## src/rcf_pkg.sv

```systemverilog
// Shared constants, types and helpers of the multichannel RC filter
package rcf_pkg;

	localparam int SAMPLE_W = 32;
	localparam int CHAN_W = 3;
	localparam int ALPHA_W = 17;
	localparam int ALPHA_FRAC = 16;
	localparam logic [ALPHA_W-1:0] ALPHA_ONE = ALPHA_W'(65536);
	localparam logic [ALPHA_W-1:0] ALPHA_HALF = ALPHA_W'(32768);
	localparam int SBYTES_W = 3;
	localparam logic [SBYTES_W-1:0] SBYTES_RESET = SBYTES_W'(2);
	localparam int CFG_IDX_W = 2;
	localparam int CFG_DW = ALPHA_W;

	localparam int DEF_MAX_CHANNELS = 8;
	localparam int DEF_FRAC_BITS = 16;
	localparam int DEF_STATE_DW = 34 + DEF_FRAC_BITS + SAMPLE_W;

	// stages s1..s5 plus the output register
	localparam int PIPE_DEPTH = 6;

	typedef enum logic [CFG_IDX_W-1:0] {
		REG_FILTER_MODE  = 2'd0,
		REG_ALPHA_Q16    = 2'd1,
		REG_SAMPLE_BYTES = 2'd2
	} cfg_reg_t;

	typedef enum logic {
		MODE_LOWPASS  = 1'b0,
		MODE_HIGHPASS = 1'b1
	} filter_mode_t;

	typedef enum logic [1:0] {
		WID_8  = 2'd0,
		WID_16 = 2'd1,
		WID_24 = 2'd2,
		WID_32 = 2'd3
	} samp_w_t;

	function automatic samp_w_t decode_width(input logic [SBYTES_W-1:0] sb);
		samp_w_t w;
		case (sb)
			3'd0, 3'd1: w = WID_8;
			3'd2:       w = WID_16;
			3'd3:       w = WID_24;
			default:    w = WID_32;
		endcase
		return w;
	endfunction

endpackage

```

## src/rcf_ifs.sv

```systemverilog
// Valid/ready channel interfaces of the RC filter: samples in, samples out, config writes
interface rcf_in_if import rcf_pkg::*; ();
	logic                       valid;
	logic                       ready;
	logic signed [SAMPLE_W-1:0] sample_in;
	logic [CHAN_W-1:0]          chan_index;
	logic                       first_frame;

	modport source(output valid, sample_in, chan_index, first_frame, input ready);
	modport sink(input valid, sample_in, chan_index, first_frame, output ready);
endinterface

interface rcf_out_if import rcf_pkg::*; ();
	logic                       valid;
	logic                       ready;
	logic signed [SAMPLE_W-1:0] sample_out;
	logic [CHAN_W-1:0]          chan_out;

	modport source(output valid, sample_out, chan_out, input ready);
	modport sink(input valid, sample_out, chan_out, output ready);
endinterface

interface rcf_cfg_if import rcf_pkg::*; ();
	logic                 valid;
	logic                 ready;
	logic [CFG_IDX_W-1:0] index;
	logic [CFG_DW-1:0]    wdata;

	modport source(output valid, index, wdata, input ready);
	modport sink(input valid, index, wdata, output ready);
endinterface

```

## src/rcf_state_ram.sv

```systemverilog
// Per-channel filter state memory: one read and one write port, registered read, written flags
module rcf_state_ram import rcf_pkg::*; #(
	parameter int DEPTH = DEF_MAX_CHANNELS,
	parameter int AW = (DEPTH > 1) ? $clog2(DEPTH) : 1,
	parameter int DW = DEF_STATE_DW
) (
	input  logic          clk,
	input  logic          arst_n,
	input  logic          rd_en,
	input  logic [AW-1:0] rd_addr,
	output logic [DW-1:0] rd_data,
	output logic          rd_hit,
	input  logic          wr_en,
	input  logic [AW-1:0] wr_addr,
	input  logic [DW-1:0] wr_data
);

	logic [DW-1:0]    mem_q [DEPTH];
	logic [DW-1:0]    rd_data_q;
	logic [DEPTH-1:0] written_q;
	logic             rd_hit_q;

	always_ff @(posedge clk) begin
		if (wr_en) begin
			mem_q[wr_addr] <= wr_data;
		end
		if (rd_en) begin
			rd_data_q <= mem_q[rd_addr];
		end
	end

	// entries never written return rd_hit low, and the filter reads them as zero state
	always_ff @(posedge clk or negedge arst_n) begin
		if (!arst_n) begin
			written_q <= '0;
			rd_hit_q  <= 1'b0;
		end else begin
			if (wr_en) begin
				written_q[wr_addr] <= 1'b1;
			end
			if (rd_en) begin
				rd_hit_q <= written_q[rd_addr];
			end
		end
	end

	assign rd_data = rd_data_q;
	assign rd_hit  = rd_hit_q;

endmodule

```

## src/multichannel_one_pole_rc_filter.sv

```systemverilog
// Multichannel one-pole RC filter (low-pass / high-pass) over interleaved PCM samples.
// Takes one sample beat per clock unless the output stalls or the beat's channel is busy;
// each result passes stages s1..s5 and the output register. Per-channel state (last output,
// last input) lives in a single memory that is read when a beat is taken and written back
// from stage s4, with the write-back forwarded to a beat read in the same cycle. A beat
// whose channel matches one of the beats in the first three stages is held, so a beat
// of one channel waits until the last beat of that channel reaches s4; that read-modify-write
// loop through the alpha multiplier sets the per-channel rate. State reads as zero after reset
// without any clearing pass. A first-frame beat seeds its channel and passes through unchanged.
module multichannel_one_pole_rc_filter import rcf_pkg::*; #(
	parameter int MAX_CHANNELS = DEF_MAX_CHANNELS,
	parameter int FRAC_BITS = DEF_FRAC_BITS
) (
	input logic       clk,
	input logic       arst_n,
	rcf_cfg_if.sink   cfg,
	rcf_in_if.sink    din,
	rcf_out_if.source dout
);

	localparam int CH_W = (MAX_CHANNELS > 1) ? $clog2(MAX_CHANNELS) : 1;
	localparam int RED_W = (CH_W + 1 > CHAN_W) ? CH_W + 1 : CHAN_W;
	localparam int CHAN_MAX = (1 << CHAN_W) - 1;
	localparam int ST_W = 34 + FRAC_BITS;
	localparam int VW = ST_W + 1;
	localparam int MW = ST_W;
	localparam int HW = MW - ALPHA_FRAC;
	localparam int PHW = HW + ALPHA_W;
	localparam int PLW = ALPHA_FRAC + ALPHA_W;
	localparam int DW = ST_W + SAMPLE_W;
	localparam int QW = ST_W + 1 - FRAC_BITS;
	localparam logic [ST_W:0] HALF_LSB = (ST_W + 1)'(1) << (FRAC_BITS - 1);
	localparam logic [QW-1:0] U8_MIN = '0;
	localparam logic [QW-1:0] U8_MAX = {{(QW - 8){1'b0}}, 8'hFF};
	localparam logic [QW-1:0] S16_MIN = {{(QW - 15){1'b1}}, 15'd0};
	localparam logic [QW-1:0] S16_MAX = {{(QW - 15){1'b0}}, {15{1'b1}}};
	localparam logic [QW-1:0] S24_MIN = {{(QW - 23){1'b1}}, 23'd0};
	localparam logic [QW-1:0] S24_MAX = {{(QW - 23){1'b0}}, {23{1'b1}}};
	localparam logic [QW-1:0] S32_MIN = {{(QW - 31){1'b1}}, 31'd0};
	localparam logic [QW-1:0] S32_MAX = {{(QW - 31){1'b0}}, {31{1'b1}}};

	function automatic logic [SAMPLE_W-1:0] sat(input logic signed [QW-1:0] q,
			input logic signed [QW-1:0] lo, input logic signed [QW-1:0] hi);
		logic signed [QW-1:0] r;
		if (q < lo) r = lo;
		else if (q > hi) r = hi;
		else r = q;
		return r[SAMPLE_W-1:0];
	endfunction

	// configuration
	filter_mode_t         mode_q;
	logic [ALPHA_W-1:0]   alpha_q;
	logic [SBYTES_W-1:0]  sbytes_q;
	samp_w_t              nb_c;
	logic [ALPHA_W-1:0]   alpha_c;

	// input side
	logic [RED_W-1:0]           red_c;
	logic [CH_W-1:0]            in_idx_c;
	logic signed [SAMPLE_W-1:0] x_c;
	logic                       haz_c;
	logic                       fwd_c;
	logic                       acc_c;
	logic                       rdy1_c, rdy2_c, rdy3_c, rdy4_c, rdy5_c, rdy_o_c;

	// memory
	logic [DW-1:0] rd_data;
	logic          rd_hit;
	logic [DW-1:0] wr_data_c;

	// s1
	logic                       vld_s1;
	logic signed [SAMPLE_W-1:0] x_s1;
	logic [CH_W-1:0]            idx_s1;
	logic [CHAN_W-1:0]          chan_s1;
	logic                       first_s1;
	logic                       fwd_s1;
	logic [DW-1:0]              fwd_data_s1;
	logic [DW-1:0]              st_c;
	logic [ST_W-1:0]            prev_o_c;
	logic [SAMPLE_W-1:0]        prev_i_c;
	logic [SAMPLE_W:0]          dx_c;
	logic [VW-1:0]              hp_c, lp_c, v_c, absv_c;

	// s2
	logic                       vld_s2;
	logic [MW-1:0]              mag_s2;
	logic                       neg_s2;
	logic [ST_W-1:0]            prev_s2;
	logic signed [SAMPLE_W-1:0] x_s2;
	logic                       first_s2;
	logic [CHAN_W-1:0]          chan_s2;
	logic [CH_W-1:0]            idx_s2;
	logic [PHW-1:0]             phi_c;
	logic [PLW-1:0]             plo_c;

	// s3
	logic                       vld_s3;
	logic [PHW-1:0]             phi_s3;
	logic [PLW-1:0]             plo_s3;
	logic                       neg_s3;
	logic [ST_W-1:0]            prev_s3;
	logic signed [SAMPLE_W-1:0] x_s3;
	logic                       first_s3;
	logic [CHAN_W-1:0]          chan_s3;
	logic [CH_W-1:0]            idx_s3;
	logic [PLW-1:0]             rnd_c;
	logic [PHW-1:0]             rsum_c;

	// s4
	logic                       vld_s4;
	logic [MW-1:0]              r_s4;
	logic                       neg_s4;
	logic [ST_W-1:0]            prev_s4;
	logic signed [SAMPLE_W-1:0] x_s4;
	logic                       first_s4;
	logic [CHAN_W-1:0]          chan_s4;
	logic [CH_W-1:0]            idx_s4;
	logic [VW-1:0]              rs_c;
	logic [VW:0]                ysum_c;
	logic [ST_W-1:0]            yclamp_c;
	logic [ST_W-1:0]            y4_c;

	// s5 and output
	logic                       vld_s5;
	logic [ST_W-1:0]            y_s5;
	logic [CHAN_W-1:0]          chan_s5;
	logic [ST_W:0]              t_c;
	logic signed [QW-1:0]       q_c;
	logic [SAMPLE_W-1:0]        res_c;
	logic                       out_vld_q;
	logic [SAMPLE_W-1:0]        sample_out_q;
	logic [CHAN_W-1:0]          chan_out_q;

	// ---------------------------------------------------------------- config
	always_ff @(posedge clk or negedge arst_n) begin
		if (!arst_n) begin
			mode_q   <= MODE_LOWPASS;
			alpha_q  <= ALPHA_ONE;
			sbytes_q <= SBYTES_RESET;
		end else if (cfg.valid && cfg.ready) begin
			case (cfg.index)
				REG_FILTER_MODE:  mode_q <= filter_mode_t'(cfg.wdata[0]);
				REG_ALPHA_Q16:    alpha_q <= cfg.wdata[ALPHA_W-1:0];
				REG_SAMPLE_BYTES: sbytes_q <= cfg.wdata[SBYTES_W-1:0];
				default: ;
			endcase
		end
	end

	assign cfg.ready = 1'b1;
	assign nb_c      = decode_width(sbytes_q);
	assign alpha_c   = (alpha_q > ALPHA_ONE) ? ALPHA_ONE : alpha_q;

	// ---------------------------------------------------------------- input
	always_comb begin
		red_c = RED_W'(din.chan_index);
		for (int k = 0; k < CHAN_MAX; k++) begin
			if (red_c >= RED_W'(MAX_CHANNELS)) begin
				red_c = red_c - RED_W'(MAX_CHANNELS);
			end
		end
	end

	assign in_idx_c = red_c[CH_W-1:0];

	always_comb begin
		case (nb_c)
			WID_8:   x_c = {24'd0, din.sample_in[7:0]};
			WID_16:  x_c = {{16{din.sample_in[15]}}, din.sample_in[15:0]};
			WID_24:  x_c = {{8{din.sample_in[23]}}, din.sample_in[23:0]};
			default: x_c = din.sample_in;
		endcase
	end

	assign haz_c = (vld_s1 && idx_s1 == in_idx_c) || (vld_s2 && idx_s2 == in_idx_c) ||
		(vld_s3 && idx_s3 == in_idx_c);
	assign fwd_c = vld_s4 && idx_s4 == in_idx_c;

	assign rdy_o_c = !out_vld_q || dout.ready;
	assign rdy5_c  = !vld_s5 || rdy_o_c;
	assign rdy4_c  = !vld_s4 || rdy5_c;
	assign rdy3_c  = !vld_s3 || rdy4_c;
	assign rdy2_c  = !vld_s2 || rdy3_c;
	assign rdy1_c  = !vld_s1 || rdy2_c;

	assign din.ready = rdy1_c && !haz_c;
	assign acc_c     = din.valid && din.ready;

	// ---------------------------------------------------------------- state memory
	assign wr_data_c = {y4_c, x_s4};

	rcf_state_ram #(
		.DEPTH(MAX_CHANNELS),
		.AW(CH_W),
		.DW(DW)
	) u_ram (
		.clk(clk),
		.arst_n(arst_n),
		.rd_en(acc_c),
		.rd_addr(in_idx_c),
		.rd_data(rd_data),
		.rd_hit(rd_hit),
		.wr_en(vld_s4),
		.wr_addr(idx_s4),
		.wr_data(wr_data_c)
	);

	// ---------------------------------------------------------------- pipeline valids
	always_ff @(posedge clk or negedge arst_n) begin
		if (!arst_n) begin
			vld_s1    <= 1'b0;
			vld_s2    <= 1'b0;
			vld_s3    <= 1'b0;
			vld_s4    <= 1'b0;
			vld_s5    <= 1'b0;
			out_vld_q <= 1'b0;
		end else begin
			if (rdy1_c) vld_s1 <= acc_c;
			if (rdy2_c) vld_s2 <= vld_s1;
			if (rdy3_c) vld_s3 <= vld_s2;
			if (rdy4_c) vld_s4 <= vld_s3;
			if (rdy5_c) vld_s5 <= vld_s4;
			if (rdy_o_c) out_vld_q <= vld_s5;
		end
	end

	// ---------------------------------------------------------------- s1: form operand
	always_ff @(posedge clk) begin
		if (acc_c) begin
			x_s1        <= x_c;
			idx_s1      <= in_idx_c;
			chan_s1     <= din.chan_index;
			first_s1    <= din.first_frame;
			fwd_s1      <= fwd_c;
			fwd_data_s1 <= wr_data_c;
		end
	end

	always_comb begin
		if (fwd_s1) st_c = fwd_data_s1;
		else if (rd_hit) st_c = rd_data;
		else st_c = '0;
		prev_o_c = st_c[DW-1:SAMPLE_W];
		prev_i_c = st_c[SAMPLE_W-1:0];
		dx_c = {x_s1[SAMPLE_W-1], x_s1} - {prev_i_c[SAMPLE_W-1], prev_i_c};
		hp_c = {{(VW - ST_W){prev_o_c[ST_W-1]}}, prev_o_c} +
			{{(VW - SAMPLE_W - 1 - FRAC_BITS){dx_c[SAMPLE_W]}}, dx_c, {FRAC_BITS{1'b0}}};
		lp_c = {{(VW - SAMPLE_W - FRAC_BITS){x_s1[SAMPLE_W-1]}}, x_s1, {FRAC_BITS{1'b0}}} -
			{{(VW - ST_W){prev_o_c[ST_W-1]}}, prev_o_c};
		v_c = (mode_q == MODE_HIGHPASS) ? hp_c : lp_c;
		absv_c = v_c[VW-1] ? (VW'(0) - v_c) : v_c;
	end

	always_ff @(posedge clk) begin
		if (vld_s1 && rdy2_c) begin
			mag_s2   <= absv_c[MW-1:0];
			neg_s2   <= v_c[VW-1];
			prev_s2  <= prev_o_c;
			x_s2     <= x_s1;
			first_s2 <= first_s1;
			chan_s2  <= chan_s1;
			idx_s2   <= idx_s1;
		end
	end

	// ---------------------------------------------------------------- s2: alpha multiply
	assign phi_c = mag_s2[MW-1:ALPHA_FRAC] * alpha_c;
	assign plo_c = mag_s2[ALPHA_FRAC-1:0] * alpha_c;

	always_ff @(posedge clk) begin
		if (vld_s2 && rdy3_c) begin
			phi_s3   <= phi_c;
			plo_s3   <= plo_c;
			neg_s3   <= neg_s2;
			prev_s3  <= prev_s2;
			x_s3     <= x_s2;
			first_s3 <= first_s2;
			chan_s3  <= chan_s2;
			idx_s3   <= idx_s2;
		end
	end

	// ---------------------------------------------------------------- s3: round product
	assign rnd_c  = plo_s3 + PLW'(ALPHA_HALF);
	assign rsum_c = phi_s3 + PHW'(rnd_c[PLW-1:ALPHA_FRAC]);

	always_ff @(posedge clk) begin
		if (vld_s3 && rdy4_c) begin
			r_s4     <= rsum_c[MW-1:0];
			neg_s4   <= neg_s3;
			prev_s4  <= prev_s3;
			x_s4     <= x_s3;
			first_s4 <= first_s3;
			chan_s4  <= chan_s3;
			idx_s4   <= idx_s3;
		end
	end

	// ---------------------------------------------------------------- s4: update, clamp, write back
	always_comb begin
		rs_c = neg_s4 ? (VW'(0) - {1'b0, r_s4}) : {1'b0, r_s4};
		if (mode_q == MODE_HIGHPASS) begin
			ysum_c = {rs_c[VW-1], rs_c};
		end else begin
			ysum_c = {{(VW + 1 - ST_W){prev_s4[ST_W-1]}}, prev_s4} + {rs_c[VW-1], rs_c};
		end
		if (ysum_c[VW:ST_W-1] == '0 || ysum_c[VW:ST_W-1] == '1) begin
			yclamp_c = ysum_c[ST_W-1:0];
		end else if (ysum_c[VW]) begin
			yclamp_c = {1'b1, {(ST_W - 1){1'b0}}};
		end else begin
			yclamp_c = {1'b0, {(ST_W - 1){1'b1}}};
		end
		if (first_s4) begin
			y4_c = {{(ST_W - SAMPLE_W - FRAC_BITS){x_s4[SAMPLE_W-1]}}, x_s4,
				{FRAC_BITS{1'b0}}};
		end else begin
			y4_c = yclamp_c;
		end
	end

	always_ff @(posedge clk) begin
		if (vld_s4 && rdy5_c) begin
			y_s5    <= y4_c;
			chan_s5 <= chan_s4;
		end
	end

	// ---------------------------------------------------------------- s5: round to sample, saturate
	always_comb begin
		t_c = {y_s5[ST_W-1], y_s5} + HALF_LSB;
		q_c = t_c[ST_W:FRAC_BITS];
		case (nb_c)
			WID_8:   res_c = sat(q_c, U8_MIN, U8_MAX);
			WID_16:  res_c = sat(q_c, S16_MIN, S16_MAX);
			WID_24:  res_c = sat(q_c, S24_MIN, S24_MAX);
			default: res_c = sat(q_c, S32_MIN, S32_MAX);
		endcase
	end

	always_ff @(posedge clk) begin
		if (vld_s5 && rdy_o_c) begin
			sample_out_q <= res_c;
			chan_out_q   <= chan_s5;
		end
	end

	assign dout.valid      = out_vld_q;
	assign dout.sample_out = sample_out_q;
	assign dout.chan_out   = chan_out_q;

endmodule

```

## src/flat_wrapper.sv

```systemverilog
// flat-port wrapper written by rule: the top's interface ports become plain ports
module multichannel_one_pole_rc_filter_flat import rcf_pkg::*;
#(
	parameter int MAX_CHANNELS = DEF_MAX_CHANNELS,
	parameter int FRAC_BITS = DEF_FRAC_BITS
)
  (clk, arst_n, cfg_valid, cfg_index, cfg_wdata, cfg_ready, din_valid, din_sample_in, din_chan_index, din_first_frame, din_ready, dout_valid, dout_sample_out, dout_chan_out, dout_ready);
  rcf_cfg_if cfg_i ();
  rcf_in_if din_i ();
  rcf_out_if dout_i ();
  input logic clk;
  input logic arst_n;
  input wire logic [$bits(cfg_i.valid)-1:0] cfg_valid;
  input wire logic [$bits(cfg_i.index)-1:0] cfg_index;
  input wire logic [$bits(cfg_i.wdata)-1:0] cfg_wdata;
  output wire logic [$bits(cfg_i.ready)-1:0] cfg_ready;
  input wire logic [$bits(din_i.valid)-1:0] din_valid;
  input wire logic [$bits(din_i.sample_in)-1:0] din_sample_in;
  input wire logic [$bits(din_i.chan_index)-1:0] din_chan_index;
  input wire logic [$bits(din_i.first_frame)-1:0] din_first_frame;
  output wire logic [$bits(din_i.ready)-1:0] din_ready;
  output wire logic [$bits(dout_i.valid)-1:0] dout_valid;
  output wire logic [$bits(dout_i.sample_out)-1:0] dout_sample_out;
  output wire logic [$bits(dout_i.chan_out)-1:0] dout_chan_out;
  input wire logic [$bits(dout_i.ready)-1:0] dout_ready;
  assign cfg_i.valid = cfg_valid;
  assign cfg_i.index = cfg_index;
  assign cfg_i.wdata = cfg_wdata;
  assign cfg_ready = cfg_i.ready;
  assign din_i.valid = din_valid;
  assign din_i.sample_in = din_sample_in;
  assign din_i.chan_index = din_chan_index;
  assign din_i.first_frame = din_first_frame;
  assign din_ready = din_i.ready;
  assign dout_valid = dout_i.valid;
  assign dout_sample_out = dout_i.sample_out;
  assign dout_chan_out = dout_i.chan_out;
  assign dout_i.ready = dout_ready;
  multichannel_one_pole_rc_filter #(.MAX_CHANNELS(MAX_CHANNELS), .FRAC_BITS(FRAC_BITS)) u_core (.clk(clk), .arst_n(arst_n), .cfg(cfg_i), .din(din_i), .dout(dout_i));
endmodule
```

## config.mk

```make
export PLATFORM = sky130hd
export DESIGN_NAME = multichannel_one_pole_rc_filter_flat
export DESIGN_NICKNAME = d
export VERILOG_FILES = /design/src/rcf_pkg.sv /design/src/rcf_ifs.sv /design/src/rcf_state_ram.sv /design/src/multichannel_one_pole_rc_filter.sv /design/src/flat_wrapper.sv
export SDC_FILE = /design/constraint.sdc
export NUM_CORES = 2
export LEC_CHECK = 0
export ABC_CLOCK_PERIOD_IN_PS = 11900
export BUFFER_PORTS_ARGS = -buffer_cell sky130_fd_sc_hd__buf_2
export CAP_MARGIN = 5
export CORE_ASPECT_RATIO = 1.5
export CORE_UTILIZATION = 51
export CTS_CLUSTER_DIAMETER = 50
export DETAILED_ROUTE_END_ITERATION = 8
export GPL_ROUTABILITY_DRIVEN = 0
export MAX_ROUTING_LAYER = met4
export PLACE_DENSITY_LB_ADDON = 0.2
export SYNTH_ARGS = -nofsm -noshare
export SYNTH_HDL_FRONTEND = slang
export SYNTH_SLANG_ARGS = --single-unit
```

## constraint.sdc

```tcl
create_clock -name clk -period 11.9 [get_ports clk]
set_clock_uncertainty 0.15 [all_clocks]
set_input_delay 1.19 -clock clk [delete_from_list [all_inputs] [get_ports clk]]
set_output_delay 1.19 -clock clk [all_outputs]
set_load 0.005 [all_outputs]
```

# Word-level counts from Yosys, hierarchy flattened
# Memories as Yosys holds them, arrays and structs flattened. A register that Yosys moved wholly into a read port is not among the register bits.
# Index checks and enable logic that the tools add are counted.
# totals
ff_bits	687
ramBits	656
input_bits	60
out_inout_bits	38
elab_cells	139
n_memories	1
# mem_list
name	words	width	read_ports	rd_ports_with_merged_regs	write_ports	line_no	source
u_core.u_ram.mem_q	8	82	1	1	1	rcf_state_ram.sv:18	logic [DW-1:0] mem_q [DEPTH];
# classes
add_sub_neg	9
mul	2
order_cmp	12
eq_ne	12
muxes	27
n_bitwise	1
reduce_logical	36
# op_table
cell	n
$mux W32	8
$mux W50	4
$pmux W32 S3	2
$mux W82	2
$mux W51	2
$add A50 B51 Y52	1
$mux W52	1
$add A50 B17 Y51 const B	1
$add A50 B49 Y51	1
$sub A1 B50 Y51 const A	1
$sub A48 B50 Y51	1
$add A50 B17 Y50	1
$mul A34 B17 Y50	1
$sub A1 B50 Y50 const A	1
$gt A35 B16 Y1 const B	1
$gt A35 B24 Y1 const B	1
$gt A35 B32 Y1 const B	1
$gt A35 B9 Y1 const B	1
$lt A35 B1 Y1 const B	1
$lt A35 B16 Y1 const B	1
$lt A35 B24 Y1 const B	1
$lt A35 B32 Y1 const B	1
$add A33 B16 Y33 const B	1
$mul A16 B17 Y33	1
other kinds (23)	62

# Logic depth before layout (Yosys ltp)
# logic_depth
ltp_word	9
depth_mapped	34
mapped_depth_nobuf	30

# Cells and area by module
# A second synthesis with hierarchy kept.
# hier_totals
cells_unflattened	7284
hier_area_um2	89656.0
# modules_own_cells
mod	n_inst	cells_each	area_each_um2	seq_area_each_um2
multichannel_one_pole_rc_filter	1	6217	62174.6	19296.0
rcf_state_ram	1	1067	27481.4	22386.5

# Worst setup path after synthesis
# OpenSTA, ideal clock, no wires.
# synth_path
path_kind	register -> register
from	reg u_core.alpha_q[2]
to	reg u_core.phi_s3[47] (data pin)
setup_ns	0.258
arrival_ns	8.339
required_time_ns	11.492
slack_ns	3.153
path_stages_with_launch	31
path_buffers	3
synth_period_minus_slack_ns	8.747
cell_sequence	dfrtp_1 or4_1 o41ai_1 clkbuf_1 and2_0 clkbuf_1 clkbuf_1 nand2_1 fa_1 inv_1 fa_1 fa_1 fa_1 fa_1 inv_1 fa_1 inv_1 ha_1 a21o_1 a21o_1 a21oi_1 o21ai_0 a311o_1 nor2_1 a31oi_1 a221o_1 a21o_1 a21o_1 a221o_1 a21oi_1 xnor2_1
# synth_via
elab_chain_len	3
# synth_lines
element	line_no	source
start: declaration	multichannel_one_pole_rc_filter.sv:53	logic [ALPHA_W-1:0] alpha_q;
start signal: assignment	multichannel_one_pole_rc_filter.sv:145	REG_ALPHA_Q16: alpha_q <= cfg.wdata[ALPHA_W-1:0];
$gt A17 B17 Y1	multichannel_one_pole_rc_filter.sv:154	assign alpha_c = (alpha_q > ALPHA_ONE) ? ALPHA_ONE : alpha_q;
$mux W17 (*)	multichannel_one_pole_rc_filter.sv:154	
$mul A34 B17 Y50 (*)	multichannel_one_pole_rc_filter.sv:269	assign phi_c = mag_s2[MW-1:ALPHA_FRAC] * alpha_c;
net u_core.phi_c[47]	multichannel_one_pole_rc_filter.sv:95	logic [PHW-1:0] phi_c;
end signal: assignment	multichannel_one_pole_rc_filter.sv:274	phi_s3 <= phi_c;
end: declaration	multichannel_one_pole_rc_filter.sv:100	logic [PHW-1:0] phi_s3;
# Mark *: on every way through the listed nets, which the timed path passes. The rest lies on a longest branch.
# A chain may end at the register's enable or synchronous reset.

# Worst setup path in the final report
# layout_path
from	reg u_core.alpha_q[13]
to	reg u_core.phi_s3[47] (data pin)
# The elaborated chain is that of the path after synthesis.

==> Implementation_results.wiki <==
{| class="wikitable"
! Metric !! Value
|-
| Relative slew slack || 25.25%
|-
| Clock Path Buffers || 3
|-
| Deepest level of the CTS H-tree || 4
|-
| Post-Synthesis Cells || 7459
|-
| Cell types with the highest counts after synthesis || 1358 x sky130_fd_sc_hd__edfxtp_1, 867 x sky130_fd_sc_hd__inv_1, 768 x sky130_fd_sc_hd__nand2_1, 689 x sky130_fd_sc_hd__fa_1, 396 x sky130_fd_sc_hd__ha_1
|-
| Post-Synth Adder-Cell Area || 20.71%
|-
| Share of cell area taken by muxes after synthesis || 5.685%
|-
| Number of maximum-capacitance constraint violations || 0
|-
| Max-slew violation count || 0
|-
| Post-layout instance count excluding filler cells || 9839
|-
| CP max stage delay || 770 ps
|-
| Minimum clock period after layout || 10330 ps
|-
| Drt via density || 5.960
|-
| Global-route wire length before repair || 364400 um
|-
| Routed via count || 58639
|-
| Combined area of all synthesized cells || 90530 um2
|-
| Critical path's slowest cell || sky130_fd_sc_hd__dfrtp_1
|-
| Worst r2r src || u_core.alpha_q[13]
|-
| Synthesized-area fraction occupied by and/or/nand/nor cells || 10.89%
|-
| Area growth from synthesis to layout || 8.265%
|-
| R2R cell count || 28
|-
| Largest net degree at the start of global routing || 131
|-
| Number of nets in the layout || 8575
|-
| Share of synthesized area occupied by flip-flops and latches || 46.04%
|-
| Clock slew at reported path FFs || 60 ps
|-
| Number of synthesized register bits || 1394
|-
| Unrepaired setup endpoints after global routing || no
|-
| Syn nets || 8604
|-
| Fmax || 96.81 MHz
|-
| Routed Antenna Nets || 0
|-
| Setup bufs post-CTS || 0
|-
| Hold-critical path endpoint || u_core.prev_s4[40]
|-
| Avg Cell Area, Syn || 12.14 um2
|-
| Number of distinct standard cells referenced by the synthesized netlist || 103
|-
| Actual slew at the worst max-slew pin || 1121 ps
|-
| Most used cell, CP || sky130_fd_sc_hd__fa_1
|-
| Worst Path Arrival || 10710 ps
|-
| Top cell type's share of synthesized area || 45.05%
|-
| Die span in x || 346 um
|-
| Post-synth top flop || sky130_fd_sc_hd__edfxtp_1
|-
| Final routed DRC violation total || 0
|-
| Startpoint of the most critical hold path || u_core.prev_s3[40]
|-
| Initial detailed-routing violation count || 4869
|-
| Setup TNS || 0 ps
|-
| Setup slack of the most critical reg-to-reg path || 1570 ps
|-
| Number of standard-cell rows in the floorplan || 189
|-
| Pre-Repair DR Iteration Count || 6
|-
| CTS tree || built
|-
| Buffers on Ports || 96
|-
| Maximum fanout encountered on the critical timing path || 106
|-
| Resized cells post-CTS || 0
|-
| Cell taking the most area after synthesis || sky130_fd_sc_hd__edfxtp_1
|-
| Proportion of layout cells with a drive suffix above 1 || 10.42%
|-
| Ports || 98
|-
| Dominant cells by area after synthesis || sky130_fd_sc_hd__edfxtp_1 45%, sky130_fd_sc_hd__fa_1 15%, sky130_fd_sc_hd__ha_1 5.5%
|-
| Clock latency at the later pin of the worst-skew pair || 810 ps
|-
| Post-DR wirelength/cell || 24.10 um
|-
| Aggregate global-route resource usage || 27.58%
|-
| Hold Fails Final Rpt || 0
|-
| Root Buffer || sky130_fd_sc_hd__clkbuf_16
|-
| Asr flop ratio synth || 2.582%
|-
| Startpoint kind of the worst setup timing path || register
|-
| Final period utilization || 86.80%
|-
| Count of placed standard cells including taps || 9580
|-
| Number of flops mapped to enable cells by yosys || 1358
|-
| Cts bufs inserted || 140
|-
| Crit. Startpoint || u_core.alpha_q[13]
|-
| Worst Hold Path Cells || 0
|-
| Worst setup EP type || register
|-
| Compound-cell area share of the yosys netlist || 7.784%
|-
| Half-perimeter wire length after placement || 170400 um
|-
| # setup viols final || 0
|-
| Main combinational cell family by area after synthesis || adder cells
|-
| CTS Hold Buffers Added || 0
|-
| Worst hold-check path type || reg2reg
|-
| Number of antenna violations at the first check in global routing || 2
|-
| Number of inserted filler cells in the final layout || 14496
|-
| Worst Setup Path Type || reg2reg
|-
| Synth Area in XOR/XNOR || 3.686%
|-
| Synth warn || 0
|-
| Worst R2R End || u_core.phi_s3[47]
|-
| Vert. Die Dim || 518 um
|-
| Clock sinks || 1394
|-
| Vias in the first global route || 62130
|-
| Most frequent cell after synthesis || sky130_fd_sc_hd__edfxtp_1
|-
| Area of the placeable core || 176600 um2
|-
| Overall overflow remaining after global route || 0
|-
| Total length of routed wires || 237100 um
|-
| Die area || 179200 um2
|-
| CP required || 12280 ps
|-
| Outcome || finished, final reports clean
|-
| Initial core utilization || 51.25%
|}
==> sequential cells by signal (all words and copies together), names as in the netlist, 17 cells and up <==
| name | flops |
|---|---|
| u_core.dout.sample_out | 32 |
| u_core.u_ram.mem_q | 656 |
| u_core.x_s2 | 32 |
| u_core.mag_s2 | 49 |
| u_core.u_ram.rd_data | 82 |
| u_core.plo_s3 | 18 |
| u_core.x_s1 | 32 |
| u_core.fwd_data_s1 | 82 |
| u_core.prev_s4 | 50 |
| u_core.prev_s3 | 50 |
| u_core.x_s3 | 32 |
| u_core.y_s5 | 35 |
| u_core.prev_s2 | 50 |
| u_core.x_s4 | 32 |
| u_core.alpha_q | 17 |
| u_core.phi_s3 | 50 |
| u_core.r_s4 | 50 |
==> worst max-delay path by stage <==
stage	cells after the start	end
2_1_floorplan	30	u_core.phi_s3[47]
3_3_place_gp	28	u_core.phi_s3[47]
3_5_place_dp	28	u_core.phi_s3[47]
6_report	28	u_core.phi_s3[47]
5_1_grt	30	u_core.phi_s3[48]
4_1_cts	28	u_core.phi_s3[47]
==> cell families (layout without fill, tap and decap cells) <==
kind of cell,Yosys count,count (layout)
multiplexers,293,293
AND/OR/NAND/NOR,1972,1972
flip-flops,1394,1394
other,1,3
AO/OA/AOI/OAI,1094,1094
XOR/XNOR,381,381
adder cells (fa/ha/maj),1085,1085
buffers and inverters,1239,1325
==> worst max-delay path: cells and delay by family, from the launching register on <==
kind | cells | cell delay, ps
AND/OR/NAND/NOR | 3 | 1340
buffers and inverters | 7 | 1770
XOR/XNOR | 1 | 100
adder cells (fa/ha/maj) | 7 | 2720
flip-flops | 1 | 770
AO/OA/AOI/OAI | 10 | 3130
==> cell usage in the layout (no fill, tap or decap), types with 77 or more instances in the layout <==
master / count
sky130_fd_sc_hd__a21oi_1: 307
sky130_fd_sc_hd__clkbuf_16: 141
sky130_fd_sc_hd__nor2_1: 231
sky130_fd_sc_hd__nor2b_1: 85
sky130_fd_sc_hd__and2_1: 77
sky130_fd_sc_hd__a22oi_1: 81
sky130_fd_sc_hd__xor2_1: 115
sky130_fd_sc_hd__buf_4: 103
sky130_fd_sc_hd__nand2_1: 768
sky130_fd_sc_hd__edfxtp_1: 1358
sky130_fd_sc_hd__ha_1: 396
sky130_fd_sc_hd__mux2_2: 109
sky130_fd_sc_hd__a21o_1: 139
sky130_fd_sc_hd__xnor2_1: 266
sky130_fd_sc_hd__o21ai_0: 212
sky130_fd_sc_hd__inv_1: 866
sky130_fd_sc_hd__fa_1: 689
sky130_fd_sc_hd__nand3_1: 112
sky130_fd_sc_hd__mux4_2: 166
sky130_fd_sc_hd__buf_2: 93
sky130_fd_sc_hd__and3_1: 373
==> through the flow <==
step | worst slack, ps | area (um2) | util (%) | hold slack, ps
floorplan | 3153 | 90530 | - | 250.3
global placement | 1850 | 93360 | 52.85 | 250.2
detailed placement | 1762 | 93360 | 52.85 | 254.5
CTS | 1686 | 98000 | 55.48 | 234.0
global route | 1110 | 98010 | 55.48 | 253.4
finish | 1571 | 98010 | 55.48 | 239.2
==> final cells by class <==
type                    instances  area, um2  share of cell area (%)
well taps                    2292       2868                   2.926
diodes                          2      5.005                0.005106
clock inverters                90      948.4                  0.9677
inverters                     869       3262                   3.328
clock buffers                 167       3696                   3.771
repair buffers                199       1285                   1.311
multi-input cells            4826      44260                   45.16
flip-flops and latches       1394      41690                   42.53
==> routing by layer <==
metal / up-vias / track usage, % / share of wire (%)
met2: 2139 / 47.74 / 52
met4: 0 / 12.85 / 4.9
met5: - / - / 0
met1: 29818 / 32.25 / 38
met3: 591 / 2.919 / 5.1
li1: 26091 / - / -
Power is not shown: default switching activity piles up to over one toggle a cycle in this logic, so the estimate is an artifact.
